--- src/design/kcp_pkg.sv ---
// ----------------------------------------------------------------------------
// kcp_pkg
// Shared types, codes and the seed table of the keyed code pair cipher.
// ----------------------------------------------------------------------------
package kcp_pkg;

  localparam int unsigned WORD_W   = 32;
  localparam int unsigned BYTE_W   = 8;
  localparam int unsigned SEED_W   = 5;
  localparam int unsigned CFG_IDX_W = 1;

  localparam logic [WORD_W-1:0] KEY_MARKER = 32'hDEADFACE;

  // configuration register indexes
  localparam logic [CFG_IDX_W-1:0] CFG_DIRECTION   = 1'b0;
  localparam logic [CFG_IDX_W-1:0] CFG_INITIAL_KEY = 1'b1;

  // transform kinds selected by a key byte
  localparam logic [BYTE_W-1:0] XT_XOR     = 8'd0;
  localparam logic [BYTE_W-1:0] XT_SWAP    = 8'd1;
  localparam logic [BYTE_W-1:0] XT_ADD     = 8'd2;
  localparam logic [BYTE_W-1:0] XT_SUB     = 8'd3;
  localparam logic [BYTE_W-1:0] XT_XOR_ADD = 8'd4;
  localparam logic [BYTE_W-1:0] XT_MIX     = 8'd5;
  localparam logic [BYTE_W-1:0] XT_ROLL    = 8'd6;
  localparam logic [BYTE_W-1:0] XT_INVERT  = 8'd7;

  typedef logic [BYTE_W-1:0] byte_t;
  typedef logic [WORD_W-1:0] word_t;

  typedef struct packed {
    byte_t kind;
    byte_t seed;
  } kcp_half_key_t;

  localparam byte_t SEED_ROM [4][32] = '{
    '{8'h00, 8'h1F, 8'h9B, 8'h69, 8'hA5, 8'h80, 8'h90, 8'hB2,
      8'hD7, 8'h44, 8'hEC, 8'h75, 8'h3B, 8'h62, 8'h0C, 8'hA3,
      8'hA6, 8'hE4, 8'h1F, 8'h4C, 8'h05, 8'hE4, 8'h44, 8'h6E,
      8'hD9, 8'h5B, 8'h34, 8'hE6, 8'h08, 8'h31, 8'h91, 8'h72},
    '{8'h00, 8'hAE, 8'hF3, 8'h7B, 8'h12, 8'hC9, 8'h83, 8'hF0,
      8'hA9, 8'h57, 8'h50, 8'h08, 8'h04, 8'h81, 8'h02, 8'h21,
      8'h96, 8'h09, 8'h0F, 8'h90, 8'hC3, 8'h62, 8'h27, 8'h21,
      8'h3B, 8'h22, 8'h4E, 8'h88, 8'hF5, 8'hC5, 8'h75, 8'h91},
    '{8'h00, 8'hE3, 8'hA2, 8'h45, 8'h40, 8'hE0, 8'h09, 8'hEA,
      8'h42, 8'h65, 8'h1C, 8'hC1, 8'hEB, 8'hB0, 8'h69, 8'h14,
      8'h01, 8'hD2, 8'h8E, 8'hFB, 8'hFA, 8'h86, 8'h09, 8'h95,
      8'h1B, 8'h61, 8'h14, 8'h0E, 8'h99, 8'h21, 8'hEC, 8'h40},
    '{8'h00, 8'h25, 8'h6D, 8'h4F, 8'hC5, 8'hCA, 8'h04, 8'h39,
      8'h3A, 8'h7D, 8'h0D, 8'hF1, 8'h43, 8'h05, 8'h71, 8'h66,
      8'h82, 8'h31, 8'h21, 8'hD8, 8'hFE, 8'h4D, 8'hC2, 8'hC8,
      8'hCC, 8'h09, 8'hA0, 8'h06, 8'h49, 8'hD5, 8'hF1, 8'h83}
  };

  function automatic byte_t swap_nibbles(input byte_t b);
    return {b[3:0], b[7:4]};
  endfunction

endpackage

--- src/design/kcp_word_xform.sv ---
// ----------------------------------------------------------------------------
// kcp_word_xform
// Byte-wise table transform of one 32-bit word under one half of the key.
// ----------------------------------------------------------------------------
module kcp_word_xform import kcp_pkg::*; (
  input  word_t         word_in,
  input  kcp_half_key_t hkey,
  input  logic          enc,
  output word_t         word_out
);

  logic [SEED_W-1:0] s;
  byte_t r0, r1, r2, r3;
  byte_t r1p, r2p, r3p;
  byte_t b0, b1, b2, b3;
  word_t swap_word;
  word_t xf_word;

  assign s   = hkey.seed[SEED_W-1:0];
  assign r0  = SEED_ROM[0][s];
  assign r1  = SEED_ROM[1][s];
  assign r2  = SEED_ROM[2][s];
  assign r3  = SEED_ROM[3][s];
  assign r1p = SEED_ROM[1][s + SEED_W'(1)];
  assign r2p = SEED_ROM[2][s + SEED_W'(2)];
  assign r3p = SEED_ROM[3][s + SEED_W'(3)];

  assign b0 = word_in[7:0];
  assign b1 = word_in[15:8];
  assign b2 = word_in[23:16];
  assign b3 = word_in[31:24];

  // nibble swap path, shared with odd-seed invert kind
  always_comb begin
    if (enc) begin
      swap_word = {swap_nibbles(b3 ^ r0), swap_nibbles(b2 ^ r2),
                   swap_nibbles(b1 ^ r3), swap_nibbles(b0 ^ r1)};
    end else begin
      swap_word = {swap_nibbles(b3) ^ r0, swap_nibbles(b2) ^ r2,
                   swap_nibbles(b1) ^ r3, swap_nibbles(b0) ^ r1};
    end
  end

  always_comb begin
    case (hkey.kind)
      XT_XOR: begin
        xf_word = {b3 ^ r0, b2 ^ r1, b1 ^ r2, b0 ^ r3};
      end
      XT_SWAP: begin
        xf_word = swap_word;
      end
      XT_ADD: begin
        if (enc) begin
          xf_word = {b3 - r0, b2 - r1, b1 - r2, b0 - r3};
        end else begin
          xf_word = {b3 + r0, b2 + r1, b1 + r2, b0 + r3};
        end
      end
      XT_SUB: begin
        if (enc) begin
          xf_word = {b3 + r3, b2 + r2, b1 + r1, b0 + r0};
        end else begin
          xf_word = {b3 - r3, b2 - r2, b1 - r1, b0 - r0};
        end
      end
      XT_XOR_ADD: begin
        if (enc) begin
          xf_word = {byte_t'(b3 - r0) ^ r0, byte_t'(b2 - r3) ^ r3,
                     byte_t'(b1 - r1) ^ r1, byte_t'(b0 - r2) ^ r2};
        end else begin
          xf_word = {byte_t'((b3 ^ r0) + r0), byte_t'((b2 ^ r3) + r3),
                     byte_t'((b1 ^ r1) + r1), byte_t'((b0 ^ r2) + r2)};
        end
      end
      XT_MIX: begin
        if (enc) begin
          xf_word = {byte_t'((b3 ^ r0) + r1), byte_t'((b2 ^ r1) + r2),
                     byte_t'((b1 ^ r2) + r3), byte_t'((b0 ^ r3) + r0)};
        end else begin
          xf_word = {byte_t'(b3 - r1) ^ r0, byte_t'(b2 - r2) ^ r1,
                     byte_t'(b1 - r3) ^ r2, byte_t'(b0 - r0) ^ r3};
        end
      end
      XT_ROLL: begin
        if (enc) begin
          xf_word = {b3 - r0, b2 + r1p, b1 - r2p, b0 + r3p};
        end else begin
          xf_word = {b3 + r0, b2 - r1p, b1 + r2p, b0 - r3p};
        end
      end
      XT_INVERT: begin
        xf_word = hkey.seed[0] ? swap_word : ~word_in;
      end
      default: begin
        xf_word = word_in;
      end
    endcase
  end

  assign word_out = xf_word;

endmodule

--- src/design/keyed_code_pair_cipher_core.sv ---
// ----------------------------------------------------------------------------
// keyed_code_pair_cipher_core
// A pair goes from input request accept to out_valid through the input
// register, then the result register. Throughput: one pair per cycle while
// out_stall does not hold the output, set by the single running key register
// that is updated in the same cycle a pair is transformed. Reset: synchronous
// active-low rst_n clears both valid flags, direction and the running key to 0.
// ----------------------------------------------------------------------------
module keyed_code_pair_cipher_core import kcp_pkg::*; (
  input  logic                 clk,
  input  logic                 rst_n,
  input  logic                 cfg_wr_en,
  input  logic [CFG_IDX_W-1:0] cfg_index,
  input  word_t                cfg_wdata,
  input  logic                 in_valid,
  output logic                 in_stall,
  input  word_t                in_address_word,
  input  word_t                in_value_word,
  output logic                 out_valid,
  input  logic                 out_stall,
  output word_t                out_result_address,
  output word_t                out_result_value
);

  logic  s1_valid_r, s1_valid_nxt;
  word_t s1_addr_r, s1_val_r;
  logic  out_valid_r, out_valid_nxt;
  word_t out_addr_r, out_val_r;
  logic  direction_r, direction_nxt;
  word_t key_r, key_nxt;

  logic  out_free, s1_move, in_take, drop_pair;
  word_t ra, rv;

  assign out_free = !out_valid_r || !out_stall;
  assign s1_move  = s1_valid_r && out_free;
  assign in_stall = s1_valid_r && !out_free;
  assign in_take  = in_valid && !in_stall;

  kcp_word_xform u_addr_xform (
    .word_in  (s1_addr_r),
    .hkey     ('{kind: key_r[31:24], seed: key_r[23:16]}),
    .enc      (direction_r),
    .word_out (ra)
  );

  kcp_word_xform u_val_xform (
    .word_in  (s1_val_r),
    .hkey     ('{kind: key_r[15:8], seed: key_r[7:0]}),
    .enc      (direction_r),
    .word_out (rv)
  );

  // decrypted marker pair loads the key and is dropped
  assign drop_pair = !direction_r && (ra == KEY_MARKER);

  always_comb begin
    s1_valid_nxt = in_take ? 1'b1 : (s1_move ? 1'b0 : s1_valid_r);

    if (s1_move) begin
      out_valid_nxt = !drop_pair;
    end else if (out_valid_r && out_stall) begin
      out_valid_nxt = 1'b1;
    end else begin
      out_valid_nxt = 1'b0;
    end

    direction_nxt = direction_r;
    key_nxt       = key_r;
    if (s1_move) begin
      if (direction_r) begin
        if (s1_addr_r == KEY_MARKER) begin
          key_nxt = s1_val_r;
        end
      end else if (drop_pair) begin
        key_nxt = rv;
      end
    end
    if (cfg_wr_en) begin
      case (cfg_index)
        CFG_DIRECTION: begin
          direction_nxt = cfg_wdata[0];
        end
        CFG_INITIAL_KEY: begin
          key_nxt = cfg_wdata;
        end
        default: begin
          direction_nxt = direction_r;
        end
      endcase
    end
  end

  always_ff @(posedge clk) begin
    if (!rst_n) begin
      s1_valid_r  <= 1'b0;
      out_valid_r <= 1'b0;
      direction_r <= 1'b0;
      key_r       <= '0;
    end else begin
      s1_valid_r  <= s1_valid_nxt;
      out_valid_r <= out_valid_nxt;
      direction_r <= direction_nxt;
      key_r       <= key_nxt;
    end
  end

  always_ff @(posedge clk) begin
    if (in_take) begin
      s1_addr_r <= in_address_word;
      s1_val_r  <= in_value_word;
    end
    if (s1_move) begin
      out_addr_r <= ra;
      out_val_r  <= rv;
    end
  end

  assign out_valid          = out_valid_r;
  assign out_result_address = out_addr_r;
  assign out_result_value   = out_val_r;

endmodule
--- config.mk ---
export PLATFORM = sky130hd
export DESIGN_NAME = keyed_code_pair_cipher_core
export DESIGN_NICKNAME = d
export VERILOG_FILES = /design/src/design/kcp_pkg.sv /design/src/design/kcp_word_xform.sv /design/src/design/keyed_code_pair_cipher_core.sv
export SDC_FILE = /design/constraint.sdc
export NUM_CORES = 2
export LEC_CHECK = 0
export BUFFER_PORTS_ARGS = -buffer_cell sky130_fd_sc_hd__buf_2
export CAP_MARGIN = 20
export CORE_MARGIN = 2
export CORE_UTILIZATION = 40
export CTS_BUF_LIST = sky130_fd_sc_hd__clkbuf_8
export DETAILED_ROUTE_END_ITERATION = 10
export PLACE_DENSITY = 0.64
export SYNTH_ARGS = -nofsm -noshare
export SYNTH_HDL_FRONTEND = slang
export SYNTH_SLANG_ARGS = --single-unit
--- constraint.sdc ---
create_clock -name clk -period 9.5 [get_ports clk]
set_input_delay 0 -clock clk [delete_from_list [all_inputs] [get_ports clk]]
set_output_delay 0 -clock clk [all_outputs]
set_load 0.02 [all_outputs]
---- Word level (Yosys, flattened, before mapping) ----
Memory sizes are Yosys's and may differ from the RTL's.
Cells that the tools add are included.
word-level totals
  register bits after elaboration ......... 163
  memory bits (read-only) ................. 3584
  output and inout port bits .............. 66
  memories kept ........................... 14
cells by class
  add/subtract/negate cells ............... 74
  order comparisons ....................... 8
  eq/ne operators ......................... 16
  muxes and demuxes ....................... 54
  bitwise gates (word level) .............. 55
  reductions and logical operators ........ 16
memories
  name              depth  bits a word  rd ports  clocked after Yosys merged registers in  wr ports  line                  RTL
  (name not given)  32     8            1         0                                        0         kcp_word_xform.sv:21  assign r1 = SEED_ROM[1][s];
  (name not given)  32     8            1         0                                        0         kcp_word_xform.sv:22  assign r2 = SEED_ROM[2][s];
  (name not given)  32     8            1         0                                        0         kcp_word_xform.sv:20  assign r0 = SEED_ROM[0][s];
  (name not given)  32     8            1         0                                        0         kcp_word_xform.sv:23  assign r3 = SEED_ROM[3][s];
  (name not given)  32     8            1         0                                        0         kcp_word_xform.sv:20
  (name not given)  32     8            1         0                                        0         kcp_word_xform.sv:21
  +8 memories       --     --           --        --                                       --        --
operators with widths
  kind                                                       number
  two-way mux 32 bit                                         20
  case mux 32 bit (8 select lines)                           2
  XOR 8 bit                                                  44
  adder 8 bit                                                38
  subtractor 8 bit                                           30
  two-way mux 8 bit                                          28
  equality test 32 bit (second input constant)               2
  equality test 8 x 3 -> 1 bit (second input constant)       8
  inverter 32 bit                                            2
  greater-or-equal comparator 6 bit (second input constant)  8
  inverter 5 -> 6 bit                                        8
  equality test 8 x 2 -> 1 bit (second input constant)       4
  adder 5 x 2 -> 5 bit (second input constant)               4
  equality test 8 x 1 -> 1 bit (second input constant)       2
  logical NOT 8 bit                                          2
  adder 5 x 1 -> 5 bit (second input constant)               2
  logical NOT 1 bit                                          6
  logical AND 1 bit                                          5
  two-way mux 1 bit                                          4
  AND reduction 2 bit                                        1
  nonzero test 2 bit                                         1
  logical OR 1 bit                                           1
  inverter 1 bit                                             1

---- Logic depth before layout (Yosys ltp) ----
  word-level depth ........................ 15
  mapped depth ............................ 35
  gate-level depth less buffers ........... 29

---- By module ----
A second synthesis with hierarchy kept.
second synthesis, totals
  cell total of the unflattened synthesis .. 4877
  area total of the unflattened synthesis .. 36631.4 um^2
by module, submodules not included
  module                          times used  cells each  area an instance (um^2)  seq. area each (um^2)
  kcp_word_xform at u_addr_xform  1           2234        15323.4                  0.0
  kcp_word_xform at u_val_xform   1           2214        15097.0                  0.0
  keyed_code_pair_cipher_core     1           429         6211.0                   4544.4

---- Worst setup path before layout ----
OpenSTA, ideal clock, no wires.
  path kind ............................... register to register
  from .................................... reg direction_r
  to ...................................... reg key_r[20]
  data arrival time ....................... 7.140 ns
  required time ........................... 9.383 ns
  setup slack ............................. 2.244 ns
  cell stages (with the launch flop) ...... 32
  buffers on the path ..................... 10
  period minus slack after synthesis ...... 7.256 ns
  cells stage by stage .................... dfxtp_1 -> inv_1 -> clkbuf_1 -> buf_1 -> clkbuf_1 -> buf_1 -> buf_1 -> buf_1 -> clkbuf_1 -> buf_1 -> clkbuf_1 -> nor2_1 -> a21oi_1 -> ha_1 -> nand2_1 -> nor2_1 -> xor2_1 -> o21ai_0 -> ha_1 -> and3_1 -> a2111oi_0 -> a21oi_1 -> xor2_1 -> xnor3_1 -> nand4b_1 -> nand4_1 -> a21oi_1 -> a311oi_2 -> nor4_4 -> buf_6 -> o31ai_1 -> a22o_1
on the way
  word-level cells in the longest chain between the ends .. 10
ends and longest elaborated chain
  element                           line                                RTL
  start: declaration                keyed_code_pair_cipher_core.sv:29   logic direction_r, direction_nxt;
  start signal: assignment          keyed_code_pair_cipher_core.sv:103  direction_r <= direction_nxt;
  two-way mux 32 bit                kcp_word_xform.sv:35                if (enc) begin
  two-way mux 32 bit                kcp_word_xform.sv:92                xf_word = hkey.seed[0] ? swap_word : ~word_in;
  case mux 32 bit (8 select lines)  kcp_word_xform.sv:45                case (hkey.kind)
  equality test 32 bit              keyed_code_pair_cipher_core.sv:55   assign drop_pair = !direction_r && (ra == KEY_MARKER);
  logical AND 1 bit                 keyed_code_pair_cipher_core.sv:55
  two-way mux 32 bit                keyed_code_pair_cipher_core.sv:75   end else if (drop_pair) begin
  two-way mux 32 bit (*)            keyed_code_pair_cipher_core.sv:71   if (direction_r) begin
  two-way mux 32 bit (*)            keyed_code_pair_cipher_core.sv:70   if (s1_move) begin
  two-way mux 32 bit                keyed_code_pair_cipher_core.sv:80   case (cfg_index)
  two-way mux 32 bit (*)            keyed_code_pair_cipher_core.sv:79   if (cfg_wr_en) begin
  end signal: assignment            keyed_code_pair_cipher_core.sv:104  key_r <= key_nxt;
  end: declaration                  keyed_code_pair_cipher_core.sv:30   word_t key_r, key_nxt;
Mark *: on every way between the ends. The rest lies on a longest branch, timed or not.
A chain may end at the register's enable or synchronous reset.

---- Worst setup path after layout ----
  from .................................... reg key_r[18]
  to ...................................... reg out_valid_r (netlist: out_valid)
on the way
  word-level cells in the longest chain between the ends .. 12
ends and longest elaborated chain
  element                                                            line                                RTL
  adder 5 x 2 -> 5 bit or inverter 5 -> 6 bit (tied branches)        --
  inverter 5 -> 6 bit (implied by the code) (tied with other cells)  kcp_word_xform.sv:26                assign r3p = SEED_ROM[3][s + SEED_W'(3)];
  memory (32 x 8 bit) (tied with other cells)                        --
  two-way mux 8 bit (on tied branches)                               --
  two-way mux 8 bit (implied by the code) (tied with other cells)    kcp_word_xform.sv:26
  subtractor 8 bit (tied with other cells)                           kcp_word_xform.sv:88                xf_word = {b3 + r0, b2 - r1p, b1 + r2p, b0 - r3p};
  two-way mux 32 bit (on tied branches)                              --
  case mux 32 bit (8 select lines) (*)                               kcp_word_xform.sv:45
  named net ra[5]                                                    keyed_code_pair_cipher_core.sv:33   word_t ra, rv;
  equality test 32 bit (*)                                           keyed_code_pair_cipher_core.sv:55
  logical AND 1 bit (*)                                              keyed_code_pair_cipher_core.sv:55
  logical NOT 1 bit (*)                                              keyed_code_pair_cipher_core.sv:61   out_valid_nxt = !drop_pair;
  two-way mux 1 bit (*)                                              keyed_code_pair_cipher_core.sv:60   if (s1_move) begin
  end signal: assignment                                             keyed_code_pair_cipher_core.sv:102  out_valid_r <= out_valid_nxt;
  end: declaration                                                   keyed_code_pair_cipher_core.sv:27   logic out_valid_r, out_valid_nxt;
Mark *: on every way through the listed nets, which the timed path passes. The rest lies on a longest branch. The select of a mux whose other input is x is not followed.

==> results.yml <==
status:
  status: "complete, but fails checks"
  violations: "DRC"
setup_path:
  critPathRequiredTime_ns: 10.03
  critPathKind: "reg2reg"
  crit_arrival_ns: 9.43
  r2r_setup_slack_ns: 0.59
  worstReg2RegEnd: "out_valid"
  r2r_start: "key_r[18]"
  ff2ff_path_depth: 27
  cp_max_fo: 42
  cp-start-kind: "flop"
  worst_setup_path_end_kind: "flop"
power_and_ir_drop:
  powerDensity_mw_per_mm2: 199
  power.leakage_nw: 15.7
  seq_power_share: 0.117
  vdd_drop_max_mv: 0.123
  clock_power_share: 0.076
  switchingPower_mw: 4.57
  p_comb_frac: 0.807
  swShare: 0.565
  intPower_mw: 3.51
detailed_routing:
  drt_wl_total_um: 182000
  viasPerCell: 6.60
  drt_iter0_markers: 5330
  final_antenna_net_count: 0
  dr.pass1.iters: 9
  drc_errors: 1
  routed-wl-met3_um: 17700
  highest_layer: "met5"
  met1_length_um: 69200
  post_drt_wl_per_cell_um: 29.3
  wl_met2_um: 79600
  vias: 41011
synthesis:
  synth_seq_cells: 157
  synth_nets: 5448
  synth_area_per_cell_um2: 7.51
  yosys.area.top_type_share: 0.128
  yosys.area.top_type: "ha_1"
  ys_top_cells_by_area: "ha_1 13%, xnor2_1 11%, edfxtp_1 10%"
  syn_area_mm2: 0.0370
  ys.flop_type: "edfxtp_1"
  synthCells: 4926
  yosysSeqAreaShare: 0.120
  ys_types: 128
  yosysWarnings: 0
  synthArstFlopShare: 0
  synth_edf_count: 128
final_layout:
  multi_input_area_mm2: 0.0301
  drive_gt1_frac: 0.104
  final_core_util: 0.443
  post-route-cell-area_mm2: 0.0406
  fin_nets: 5539
  layout_commonest_cell: "xnor2_1"
  syn_to_final_growth_pct: 9.79
  fill_cells: 9498
  finalNonFillerCells: 6217
  final_cell_mix: "451 x xnor2_1, 423 x a21oi_1, 385 x nor2_1"
  register_area_mm2: 0.00444
placement:
  port_buffers: 161
  dp.cells: 6063
  dpl_cell_area_mm2: 0.0390
  globalplace.congestion: 1.07
  dp_hpwl_um: 137000
global_routing:
  grt_max_degree: 76
  grt_pass1_vias: 38081
  grt_usage: 0.373
  grt_first_pass_wirelength_um: 261000
  antenna_found_initial: 6
  grt_overflow: 0
cts:
  ctsHoldBuffers: 118
  cts_tree: "built"
  clk_latency_ns: 0.68
  htree_levels: 4
  post_cts_buffers: 0
  root_buffer: "clkbuf_8"
  clk_pin_slew_worst_paths_ns: 0.14
  cts_buffer_depth: 2
  numCtsBuffers: 17
  cts.repair.resized: 0
  numClockSinks: 157
floorplanning:
  dieArea_mm2: 0.0949
  die_w_um: 308
  core_area_mm2: 0.0917
  initial_utilization: 0.403
  die_y_um: 308
  num_rows: 111
  io_pins: 168
timing:
  rsz0062_at_grt: "false"
  period_share: 0.937
  finalSetupViolCount: 0
  min_period_ns: 8.91
  clock_skew_ns: 0.0582
  finalSetupTns_ns: 0
  hold_violations: 0
  fmax_mhz: 112
  relSlewSlack: 0.114
  maxSlewViolCount: 0
  worst_slew_pin_slew_ns: 1.32
hold_path:
  hold_path_depth: 2
  hold_end: "s1_val_r[9]"
  hp-class: "in2reg"
  min_from: "in_value_word[9]"
job:
  drv_cap: 0
==> registers in the layout (all words and copies together) (netlist names) <==
| name | flops |
|---|---|
| out_valid | 1 |
| out_result_value | 32 |
| s1_val_r | 32 |
| s1_addr_r | 32 |
| direction_r | 1 |
| s1_valid_r | 1 |
| key_r | 26 |
| out_result_address | 32 |
==> how the worst max path moves through the flow <==
stage                           start  slack [ns]        end
after global routing        key_r[18]        0.23  out_valid
after global placement      key_r[18]        1.53  key_r[14]
after floorplan           direction_r        2.24  key_r[20]
after detailed placement    key_r[18]        1.26  key_r[14]
final                       key_r[18]        0.59  out_valid
after CTS                   key_r[18]        0.82  out_valid
==> kinds of logic after synthesis <==
kind of cell	count (synthesis)	synth area share
AOI/OAI and AO/OA	1670	0.304
and+or+nand+nor	1384	0.183
buffers and inverters	613	0.0684
xor gates and xnor gates	547	0.131
adders and majority gates	421	0.151
DFF	157	0.120
muxes	134	0.0432
==> per-stage QoR <==
stage	total power [mW]	worst slack, ns	hold slack (ns)
2_1_floorplan	5.37	2.24	0.0989
3_3_place_gp	7.19	1.53	0.176
3_5_place_dp	7.22	1.26	0.178
4_1_cts	7.91	0.817	0.00244
5_1_grt	8.58	0.227	0.0539
6_report	8.09	0.594	0.0513
==> layout make-up <==
type	count	area share
Antenna cell	1	0.0000616
Clock buffer	17	0.00576
Clock inverter	15	0.00459
Inverter	246	0.0229
Multi-Input combinational cell	4156	0.742
Sequential cell	157	0.109
Tap cell	1186	0.0366
Timing Repair Buffer	439	0.0791
==> worst max-delay path, cell delays in order, from the launching register on <==
cell	delay, ns
dfxtp_2	0.57
buf_4	0.47
buf_4	0.44
nor2_1	0.13
a311o_1	0.46
and2_1	0.22
clkinv_1	0.25
ha_1	0.27
nor3b_1	0.50
a21oi_1	0.16
xnor2_1	0.51
xor2_1	0.19
o21ai_0	0.09
ha_1	0.34
and3_1	0.20
a2111oi_0	0.45
buf_4	0.21
xnor2_1	0.09
nand2_1	0.08
o211ai_1	0.11
o32ai_2	0.34
o211ai_1	0.31
nor4_2	0.39
nand4b_2	0.37
or4_1	0.82
nand2_1	0.15
a21boi_0	0.08
dlygate4sd3_1	0.55
==> synth_stat cells (all sizes together) (18+ instances only) <==
cell type  number
nand2b         78
a311oi         21
mux2i          89
nor2b          79
o21bai         42
o21ai         345
nand2         382
a21boi         18
or2            23
clkbuf        236
a31oi          77
xnor2         453
o31ai          43
nor3          110
o311ai         26
nand4          27
inv           221
a32oi          24
a221oi         58
a22oi          28
a21oi         425
clkinv         25
a211oi         87
buf           131
nand3b         19
o221ai         43
or3            22
and2           38
nand3          95
o22ai          54
a21o           70
xor2           91
edfxtp        128
dfxtp          29
o211ai         74
nor4           25
o21a           34
mux2           28
ha            377
o2111ai        20
nor2          388
nor3b          18
fa             43
a2111oi        19
and3           33
==> routing by layer <==
layer | global-route usage | vias up
met4 | 0.269 | 4
li1 | - | 18318
met5 | 0 | -
met2 | 0.587 | 2609
met1 | 0.456 | 19397
met3 | 0.0690 | 683
==> power by group through the flow <==
stage	clock (mW)	combinational (mW)	sequential [mW]
after floorplan	0	4.45	0.920
after global placement	0	6.23	0.955
after detailed placement	0	6.27	0.955
after CTS	0.632	6.34	0.940
after global routing	0.644	6.98	0.948
final	0.614	6.53	0.945
Power figures use the tool's default switching activity.
